===== config.mk =====
export PLATFORM = sky130hd
export DESIGN_NAME = trend_window_autoscaler_core
export DESIGN_NICKNAME = d
export VERILOG_FILES = /design/src/rtl/twa_pkg.sv /design/src/rtl/trend_window_autoscaler_core.sv
export SDC_FILE = /design/constraint.sdc
export NUM_CORES = 2
export LEC_CHECK = 0
export BUFFER_PORTS_ARGS = -buffer_cell sky130_fd_sc_hd__buf_4
export CAP_MARGIN = 20
export CORE_MARGIN = 2
export CORE_UTILIZATION = 45
export DETAILED_ROUTE_END_ITERATION = 8
export HOLD_SLACK_MARGIN = 0.15
export PLACE_DENSITY = 0.63
export SETUP_SLACK_MARGIN = 0.1
export SLEW_MARGIN = 40
export SYNTH_ARGS = -nofsm -noshare
export SYNTH_HDL_FRONTEND = slang
export SYNTH_SLANG_ARGS = --single-unit

===== constraint.sdc =====
create_clock -name aclk -period 8.8 [get_ports aclk]
set_clock_uncertainty 0.05 [all_clocks]
set_input_delay 1.32 -clock aclk [delete_from_list [all_inputs] [get_ports aclk]]
set_output_delay 1.32 -clock aclk [all_outputs]
set_load 0.01 [all_outputs]

===== src/rtl/twa_pkg.sv =====
package twa_pkg;

    localparam int DEF_WINDOW_POINTS = 60;
    localparam int DEF_SAMPLE_BITS   = 32;

    localparam int CFG_INDEX_BITS   = 2;
    localparam int POINT_INDEX_BITS = 6;
    localparam int POINT_LEVEL_BITS = 7;
    localparam int OUT_TDATA_BITS   = 16;

    localparam int ONE_Q16     = 65536;
    localparam int PAD_DIVISOR = 10;
    localparam int LEVEL_FULL  = 100;
    localparam int LEVEL_SCALE = 2 * LEVEL_FULL;

    typedef enum logic [CFG_INDEX_BITS-1:0] {
        REG_BOUNDS_GIVEN = 2'd0,
        REG_BOUND_LOW    = 2'd1,
        REG_BOUND_HIGH   = 2'd2
    } cfg_reg_t;

endpackage


===== src/rtl/trend_window_autoscaler_core.sv =====
// Gives WINDOW_POINTS results per input transaction. The min/max scan and the
// padding are skipped with a configured range. Each point is read, differenced and
// clamped, and goes through the divider only when its level lies strictly inside
// the span; output stalls hold it. No new transaction is taken until the last point
// is accepted. The one shared shift-subtract divider makes one quotient bit a cycle.
// Reset (aresetn, synchronous, active low) clears sequencer, valid marks and config.
module trend_window_autoscaler_core #(
    parameter int WINDOW_POINTS = twa_pkg::DEF_WINDOW_POINTS,
    parameter int SAMPLE_BITS   = twa_pkg::DEF_SAMPLE_BITS
) (
    input  logic                                  aclk,
    input  logic                                  aresetn,
    input  logic                                  s_tvalid,
    output logic                                  s_tready,
    // [SAMPLE_BITS-1:0] sample_value, zero fill to whole bytes
    input  logic [((SAMPLE_BITS+7)/8)*8-1:0]      s_tdata,
    // [0] sample_ok
    input  logic                                  s_tuser,
    output logic                                  m_tvalid,
    input  logic                                  m_tready,
    // [5:0] point_index, [12:6] point_level, [13] point_present, [15:14] zero
    output logic [twa_pkg::OUT_TDATA_BITS-1:0]    m_tdata,
    output logic                                  m_tlast,
    input  logic                                  cfg_valid,
    output logic                                  cfg_ready,
    input  logic [twa_pkg::CFG_INDEX_BITS-1:0]    cfg_index,
    input  logic [SAMPLE_BITS-1:0]                cfg_data
);
    import twa_pkg::*;

    localparam int IW = $clog2(WINDOW_POINTS);
    localparam int WW = SAMPLE_BITS + 3;
    localparam int DW = SAMPLE_BITS + 10;
    localparam int VW = SAMPLE_BITS + 3;
    localparam int CW = $clog2(DW);

    typedef enum logic [12:0] {
        S_IDLE      = 13'b0000000000001,
        S_SCAN      = 13'b0000000000010,
        S_SCAN_TAIL = 13'b0000000000100,
        S_PAD_SEL   = 13'b0000000001000,
        S_DIV       = 13'b0000000010000,
        S_PAD_APPLY = 13'b0000000100000,
        S_SPAN      = 13'b0000001000000,
        S_P_READ    = 13'b0000010000000,
        S_P_DIFF    = 13'b0000100000000,
        S_P_CLAMP   = 13'b0001000000000,
        S_P_SUM     = 13'b0010000000000,
        S_P_LEVEL   = 13'b0100000000000,
        S_OUT       = 13'b1000000000000
    } state_t;

    state_t state_reg, state_next;

    logic [SAMPLE_BITS-1:0] window_mem [WINDOW_POINTS];
    logic signed [SAMPLE_BITS-1:0] rd_data_reg;
    logic mem_we;

    logic [WINDOW_POINTS-1:0] marks_reg, marks_next;
    logic [IW-1:0] wptr_reg, wptr_next;
    logic [IW-1:0] rptr_reg, rptr_next;
    logic [IW-1:0] idx_reg, idx_next;

    logic bg_reg, bg_next;
    logic signed [SAMPLE_BITS-1:0] bl_reg, bl_next;
    logic signed [SAMPLE_BITS-1:0] bh_reg, bh_next;

    logic signed [WW-1:0] lo_reg, lo_next;
    logic signed [WW-1:0] hi_reg, hi_next;
    logic signed [WW-1:0] span_reg, span_next;
    logic signed [WW-1:0] d_reg, d_next;
    logic have_reg, have_next;
    logic flat_reg, flat_next;
    logic take_reg, take_next;
    logic mark_cur_reg, mark_cur_next;

    logic [DW-1:0] prod_reg, prod_next;
    logic [DW-1:0] quo_reg, quo_next;
    logic [VW-1:0] rem_reg, rem_next;
    logic [VW-1:0] divisor_reg, divisor_next;
    logic [CW-1:0] cnt_reg, cnt_next;
    logic pad_op_reg, pad_op_next;

    logic m_tvalid_reg, m_tvalid_next;
    logic [POINT_INDEX_BITS-1:0] out_index_reg, out_index_next;
    logic [POINT_LEVEL_BITS-1:0] out_level_reg, out_level_next;
    logic out_present_reg, out_present_next;
    logic out_last_reg, out_last_next;

    logic signed [WW-1:0] sv;
    logic signed [WW-1:0] fold_lo, fold_hi;
    logic signed [WW-1:0] lo_mag;
    logic [WW-1:0] pad_q;
    logic [VW:0] div_trial;
    logic div_ge;
    logic [VW:0] div_rem;
    logic last_idx;

    function automatic logic [IW-1:0] ptr_inc(input logic [IW-1:0] p);
        logic [IW-1:0] r;
        if (p == IW'(WINDOW_POINTS - 1)) begin
            r = '0;
        end else begin
            r = p + 1'b1;
        end
        return r;
    endfunction

    assign s_tready  = (state_reg == S_IDLE);
    assign cfg_ready = 1'b1;
    assign m_tvalid  = m_tvalid_reg;
    assign m_tlast   = out_last_reg;
    assign m_tdata   = {2'b00, out_present_reg, out_level_reg, out_index_reg};

    assign sv       = {{(WW-SAMPLE_BITS){rd_data_reg[SAMPLE_BITS-1]}}, rd_data_reg};
    assign fold_lo  = (!have_reg || sv < lo_reg) ? sv : lo_reg;
    assign fold_hi  = (!have_reg || sv > hi_reg) ? sv : hi_reg;
    assign lo_mag   = lo_reg[WW-1] ? -lo_reg : lo_reg;
    assign pad_q    = quo_reg[WW-1:0];
    assign last_idx = (idx_reg == IW'(WINDOW_POINTS - 1));

    assign div_trial = {rem_reg, quo_reg[DW-1]};
    assign div_ge    = (div_trial >= {1'b0, divisor_reg});
    assign div_rem   = div_ge ? (div_trial - {1'b0, divisor_reg}) : div_trial;

    always_comb begin
        state_next       = state_reg;
        marks_next       = marks_reg;
        wptr_next        = wptr_reg;
        rptr_next        = rptr_reg;
        idx_next         = idx_reg;
        bg_next          = bg_reg;
        bl_next          = bl_reg;
        bh_next          = bh_reg;
        lo_next          = lo_reg;
        hi_next          = hi_reg;
        span_next        = span_reg;
        d_next           = d_reg;
        have_next        = have_reg;
        flat_next        = flat_reg;
        take_next        = take_reg;
        mark_cur_next    = mark_cur_reg;
        prod_next        = prod_reg;
        quo_next         = quo_reg;
        rem_next         = rem_reg;
        divisor_next     = divisor_reg;
        cnt_next         = cnt_reg;
        pad_op_next      = pad_op_reg;
        m_tvalid_next    = m_tvalid_reg;
        out_index_next   = out_index_reg;
        out_level_next   = out_level_reg;
        out_present_next = out_present_reg;
        out_last_next    = out_last_reg;
        mem_we           = 1'b0;

        if (cfg_valid) begin
            unique case (cfg_index)
                REG_BOUNDS_GIVEN: bg_next = cfg_data[0];
                REG_BOUND_LOW:    bl_next = cfg_data;
                REG_BOUND_HIGH:   bh_next = cfg_data;
                default: ;
            endcase
        end

        unique case (state_reg)
            S_IDLE: begin
                if (s_tvalid) begin
                    mem_we     = 1'b1;
                    marks_next = {s_tuser, marks_reg[WINDOW_POINTS-1:1]};
                    wptr_next  = ptr_inc(wptr_reg);
                    rptr_next  = ptr_inc(wptr_reg);
                    idx_next   = '0;
                    take_next  = 1'b0;
                    if (bg_reg && (bh_reg > bl_reg)) begin
                        lo_next    = {{(WW-SAMPLE_BITS){bl_reg[SAMPLE_BITS-1]}}, bl_reg};
                        hi_next    = {{(WW-SAMPLE_BITS){bh_reg[SAMPLE_BITS-1]}}, bh_reg};
                        have_next  = 1'b1;
                        state_next = S_PAD_SEL;
                    end else begin
                        have_next  = 1'b0;
                        state_next = S_SCAN;
                    end
                end
            end
            S_SCAN: begin
                if (take_reg) begin
                    lo_next   = fold_lo;
                    hi_next   = fold_hi;
                    have_next = 1'b1;
                end
                take_next = marks_reg[idx_reg];
                rptr_next = ptr_inc(rptr_reg);
                idx_next  = idx_reg + 1'b1;
                if (last_idx) begin
                    state_next = S_SCAN_TAIL;
                end
            end
            S_SCAN_TAIL: begin
                if (take_reg) begin
                    lo_next   = fold_lo;
                    hi_next   = fold_hi;
                    have_next = 1'b1;
                end
                state_next = S_PAD_SEL;
            end
            S_PAD_SEL: begin
                rem_next     = '0;
                divisor_next = VW'(PAD_DIVISOR);
                cnt_next     = '0;
                pad_op_next  = 1'b1;
                if (!have_reg) begin
                    state_next = S_SPAN;
                end else if (hi_reg <= lo_reg) begin
                    flat_next  = 1'b1;
                    quo_next   = DW'(unsigned'(lo_mag));
                    state_next = S_DIV;
                end else if (!bg_reg) begin
                    flat_next  = 1'b0;
                    quo_next   = DW'(unsigned'(hi_reg - lo_reg));
                    state_next = S_DIV;
                end else begin
                    state_next = S_SPAN;
                end
            end
            S_DIV: begin
                rem_next = div_rem[VW-1:0];
                quo_next = {quo_reg[DW-2:0], div_ge};
                cnt_next = cnt_reg + 1'b1;
                if (cnt_reg == CW'(DW - 1)) begin
                    state_next = pad_op_reg ? S_PAD_APPLY : S_P_LEVEL;
                end
            end
            S_PAD_APPLY: begin
                if (flat_reg && (pad_q < WW'(ONE_Q16))) begin
                    lo_next = lo_reg - WW'(ONE_Q16);
                    hi_next = hi_reg + WW'(ONE_Q16);
                end else begin
                    lo_next = lo_reg - signed'(pad_q);
                    hi_next = hi_reg + signed'(pad_q);
                end
                state_next = S_SPAN;
            end
            S_SPAN: begin
                span_next  = hi_reg - lo_reg;
                idx_next   = '0;
                rptr_next  = wptr_reg;
                state_next = S_P_READ;
            end
            S_P_READ: begin
                mark_cur_next  = marks_reg[idx_reg];
                out_index_next = POINT_INDEX_BITS'(idx_reg);
                out_last_next  = last_idx;
                state_next     = S_P_DIFF;
            end
            S_P_DIFF: begin
                d_next     = sv - lo_reg;
                state_next = S_P_CLAMP;
            end
            S_P_CLAMP: begin
                if (!have_reg || !mark_cur_reg) begin
                    out_level_next   = '0;
                    out_present_next = 1'b0;
                    m_tvalid_next    = 1'b1;
                    state_next       = S_OUT;
                end else if (d_reg <= 0) begin
                    out_level_next   = '0;
                    out_present_next = 1'b1;
                    m_tvalid_next    = 1'b1;
                    state_next       = S_OUT;
                end else if (d_reg >= span_reg) begin
                    out_level_next   = POINT_LEVEL_BITS'(LEVEL_FULL);
                    out_present_next = 1'b1;
                    m_tvalid_next    = 1'b1;
                    state_next       = S_OUT;
                end else begin
                    prod_next  = DW'(d_reg[SAMPLE_BITS+1:0]) * DW'(LEVEL_SCALE);
                    state_next = S_P_SUM;
                end
            end
            S_P_SUM: begin
                quo_next     = prod_reg + DW'(span_reg[SAMPLE_BITS+1:0]);
                rem_next     = '0;
                divisor_next = {span_reg[SAMPLE_BITS+1:0], 1'b0};
                cnt_next     = '0;
                pad_op_next  = 1'b0;
                state_next   = S_DIV;
            end
            S_P_LEVEL: begin
                out_level_next   = quo_reg[POINT_LEVEL_BITS-1:0];
                out_present_next = 1'b1;
                m_tvalid_next    = 1'b1;
                state_next       = S_OUT;
            end
            S_OUT: begin
                if (m_tready) begin
                    m_tvalid_next = 1'b0;
                    if (out_last_reg) begin
                        state_next = S_IDLE;
                    end else begin
                        idx_next   = idx_reg + 1'b1;
                        rptr_next  = ptr_inc(rptr_reg);
                        state_next = S_P_READ;
                    end
                end
            end
            default: state_next = S_IDLE;
        endcase
    end

    always_ff @(posedge aclk) begin
        if (mem_we) begin
            window_mem[wptr_reg] <= s_tdata[SAMPLE_BITS-1:0];
        end
        rd_data_reg <= window_mem[rptr_reg];
    end

    always_ff @(posedge aclk) begin
        if (!aresetn) begin
            state_reg    <= S_IDLE;
            marks_reg    <= '0;
            wptr_reg     <= '0;
            rptr_reg     <= '0;
            idx_reg      <= '0;
            bg_reg       <= 1'b0;
            bl_reg       <= '0;
            bh_reg       <= '0;
            have_reg     <= 1'b0;
            flat_reg     <= 1'b0;
            take_reg     <= 1'b0;
            pad_op_reg   <= 1'b0;
            cnt_reg      <= '0;
            m_tvalid_reg <= 1'b0;
        end else begin
            state_reg    <= state_next;
            marks_reg    <= marks_next;
            wptr_reg     <= wptr_next;
            rptr_reg     <= rptr_next;
            idx_reg      <= idx_next;
            bg_reg       <= bg_next;
            bl_reg       <= bl_next;
            bh_reg       <= bh_next;
            have_reg     <= have_next;
            flat_reg     <= flat_next;
            take_reg     <= take_next;
            pad_op_reg   <= pad_op_next;
            cnt_reg      <= cnt_next;
            m_tvalid_reg <= m_tvalid_next;
        end
    end

    always_ff @(posedge aclk) begin
        lo_reg          <= lo_next;
        hi_reg          <= hi_next;
        span_reg        <= span_next;
        d_reg           <= d_next;
        mark_cur_reg    <= mark_cur_next;
        prod_reg        <= prod_next;
        quo_reg         <= quo_next;
        rem_reg         <= rem_next;
        divisor_reg     <= divisor_next;
        out_index_reg   <= out_index_next;
        out_level_reg   <= out_level_next;
        out_present_reg <= out_present_next;
        out_last_reg    <= out_last_next;
    end

    a_no_overlap: assert property (@(posedge aclk) disable iff (!aresetn)
        !(s_tready && m_tvalid))
        else $error("input accepted while a result is pending");

    a_idle_after_last: assert property (@(posedge aclk) disable iff (!aresetn)
        (m_tvalid && m_tready && m_tlast) |=> s_tready)
        else $error("sequencer not idle after final point");

    a_busy_after_accept: assert property (@(posedge aclk) disable iff (!aresetn)
        (s_tvalid && s_tready) |=> !s_tready)
        else $error("sequencer did not start after accepted transaction");

    a_gap_level: assert property (@(posedge aclk) disable iff (!aresetn)
        (m_tvalid && !out_present_reg) |-> (out_level_reg == '0))
        else $error("absent point carries a nonzero level");

    a_level_range: assert property (@(posedge aclk) disable iff (!aresetn)
        m_tvalid |-> (out_level_reg <= POINT_LEVEL_BITS'(LEVEL_FULL)))
        else $error("point level above full scale");

endmodule


==> impl_metrics.env <==
export IMPL_pre_cts_slack_ns=3.769
export IMPL_rsz0062_at_grt="false"
export IMPL_io_buffers=88
export IMPL_numClockSinks=2425
export IMPL_dp_cells=10280
export IMPL_cts_tree="built"
export IMPL_p_clk_frac=0.396
export IMPL_dp_hpwl_um=200500
export IMPL_yosysTopAreaCell="edfxtp_1"
export IMPL_yosys_area_top_type_share=0.6030
export IMPL_globalRouteOverflowTotal=0
export IMPL_slowest_stage="edfxtp_1"
export IMPL_netlist_area_um2=110800
export IMPL_final_nets=7883
export IMPL_vdd_drop_max_mv=0.2456
export IMPL_worstPathRequired_ns=9.23
export IMPL_endpoint_kind="flip-flop"
export IMPL_via_per_inst=5.978
export IMPL_grt_pass1_wl_um=439500
export IMPL_async_flop_share=0
export IMPL_worst_slew_pin_slew_ns=0.8764
export IMPL_fmaxAchievable_mhz=197.2
export IMPL_ys_warn_count=0
export IMPL_cp_cell_sequence="inv_1 -> ha_1 -> nand3_1 -> o21bai_1 -> a21oi_1 -> a2111oi_2 -> a21boi_1 -> a31o_2 -> o2bb2ai_1 -> or2_2 -> buf_4 -> nand2_1 -> a21oi_1 -> nor2_4 -> buf_4"
export IMPL_holdWs_ns=0.3827
export IMPL_ctsResizeCount=0
export IMPL_cts_made_buffers=274
export IMPL_setup_tns_ns=0
export IMPL_grt_max_degree=100
export IMPL_antenna_found_initial=36
export IMPL_syn_inst=7131
export IMPL_fillCellCount=20080
export IMPL_swShare=0.2466
export IMPL_antenna_left=0
export IMPL_holdCritPathClass="flip-flop to flip-flop"
export IMPL_synthFlopType="edfxtp_1"
export IMPL_multi_input_area_um2=37910
export IMPL_fin_area_um2=125100
export IMPL_status="completed"
export IMPL_place_area_um2=116700
export IMPL_cts_setup_buffers=0
export IMPL_setup_ws_ns=3.729
export IMPL_routedWlPerCell_um=28.11
export IMPL_power_leakage_nw=42.12
export IMPL_htree_levels=5
export IMPL_slowest_delay_ns=0.52
export IMPL_startpoint_type="flip-flop"
export IMPL_fin_total_pwr_mw=27.34
export IMPL_period_minus_slack_ns=5.071
export IMPL_die_w_um=500.3
export IMPL_fin_crit_sh=0.5762
export IMPL_largest_reg_flops=1920
export IMPL_cp_max_fo=44
export IMPL_layout_cells_non_filler=10760
export IMPL_wl_um=302500
export IMPL_gr_usage_all_layers=0.2394
export IMPL_root_buffer="clkbuf_16"
export IMPL_clock_latency_ns=0.95
export IMPL_place_gp_congestion=0.9494
export IMPL_drive_above_1_share=0.1798
export IMPL_avgSynthCellArea_um2=15.54
export IMPL_p_comb_frac=0.131
export IMPL_cts_hold_buf=0
export IMPL_num_rows=182
export IMPL_finalSetupViolCount=0
export IMPL_max_slew_margin_rel=0.4143
export IMPL_drv_slew=0
export IMPL_cell_internal_pwr_mw=20.60
export IMPL_cp_arrival_ns=5.50
export IMPL_areaGrowthSynthToFinish_pct=12.90
export IMPL_drt_pass1_iter_count=6
export IMPL_regArea_um2=70850
export IMPL_first_iter_violations=7520
export IMPL_pin_count=92
export IMPL_core_area_um2=245500
export IMPL_power_density_nw_per_um2=218.5
export IMPL_r2r_slack_ns=3.73
export IMPL_hold_viol=0
export IMPL_clk_path_buf_depth=4
export IMPL_initial_core_util=0.4516
export IMPL_seq_power_share=0.474
export IMPL_max_cap_viol_count=0
export IMPL_drc_errors=0
export IMPL_post_route_util=0.5098
export IMPL_synthTopCellsByArea="edfxtp_1 60%, mux4_2 13%, ha_1 4.9%"
export IMPL_die_h_um=500.3
export IMPL_power_switching_mw=6.742
export IMPL_grt_pass1_vias=63460
export IMPL_via_count=64330
export IMPL_synth_edff_count=2226
export IMPL_critPathKind="flip-flop to flip-flop"
export IMPL_clk_pin_slew_ns=0.06
export IMPL_synth_seq_cells=2425
export IMPL_die_area_um2=250300
export IMPL_synth_cell_type_count=93
export IMPL_yosysSeqAreaShare=0.6390
## worst max-delay path: cells and delay by family (launching register included)
family                     cells  cell delay, ns
DFF                            1            0.52
AOI/OAI and AO/OA              7            1.65
adders and majority gates      1            0.38
buffers and inverters          3            0.96
and+or+nand+nor                4            1.03
## per-layer routing
metal,GRT usage,wire (µm),vias up
li1,-,-,28180
met1,0.3307,123700,33160
met2,0.3887,146500,2502
met3,0.03511,21760,486
met4,0.08498,10420,10
met5,0,68,-
## power by group through the flow
stage	clock network, mW	registers, mW	logic, mW
after floorplan	0	13.0	2.34
after global placement	0	13.2	3.54
after detailed placement	0	13.2	3.58
after CTS	11.0	12.9	3.59
after global routing	11.4	13.0	3.79
final	10.8	13.0	3.57
## cells in the mapped netlist (all sizes together) (27+ instances only)
cell type and number:
mux4 627, edfxtp 2226, xor2 90, buf 62, nand4 68, nor2b 45
xnor2 191, a21oi 321, ha 437, a22oi 63, nor2 296, a21o 154
o21ai 283, and2 27, o21a 33, nand3 95, a21boi 147, nand2 561
inv 407, nor3 56, nand2b 33, o211ai 27, and3 34, fa 35
o21bai 37, dfxtp 199, clkbuf 242, mux2i 42
## path summary, 6_finish.rpt
path,start,depth (start not counted),endpoint
hold / removal,pad_op_reg,1,state_reg[11]
setup / recovery,lo_reg[2],15,quo_reg[38]
setup reg to reg,lo_reg[2],15,quo_reg[38]
hold reg to reg,pad_op_reg,1,state_reg[11]
## area by class of cell
type                            instances  share of cell area
Clock inverter                        120            0.008358
Clock buffer                          346             0.05836
Sequential cell                      2425              0.5661
Tap cell                             3220             0.03219
Inverter                              409             0.01227
Antenna cell                           13           0.0002600
Multi-Input combinational cell       3994              0.3029
Timing Repair Buffer                  235             0.01954
## cell families (layout without fill, tap and decap cells)
| group | count (synthesis) | after routing | synth area share |
|---|---|---|---|
| multiplexers | 672 | 672 | 0.1315 |
| XOR/XNOR | 281 | 281 | 0.02220 |
| flip-flops | 2425 | 2425 | 0.6390 |
| AO/OA/AOI/OAI | 1238 | 1238 | 0.07198 |
| buffers and inverters | 713 | 1110 | 0.02435 |
| other | 2 | 16 | 0.00006775 |
| adder cells (fa/ha/maj) | 472 | 472 | 0.05565 |
| AND/OR/NAND/NOR | 1328 | 1328 | 0.05530 |
## layout by cell type, fill, tap and decap left out, drive strengths merged, types with 20 or more instances in the layout
cell type,n
fa,35
a211oi,26
a21o,154
clkbuf,346
nor4,23
o211ai,27
and2,27
xor2,90
a21oi,321
o21ai,283
nand2b,33
o21a,33
inv,412
nor3,56
xnor2,191
o31ai,20
ha,437
edfxtp,2226
nand4,68
mux4,627
nor2,296
a21boi,147
clkinv,91
buf,235
mux2i,42
a22oi,63
nand2,561
o21bai,37
and3,34
dfxtp,199
nand3,95
nor2b,45
Power figures use the tool's default switching activity.
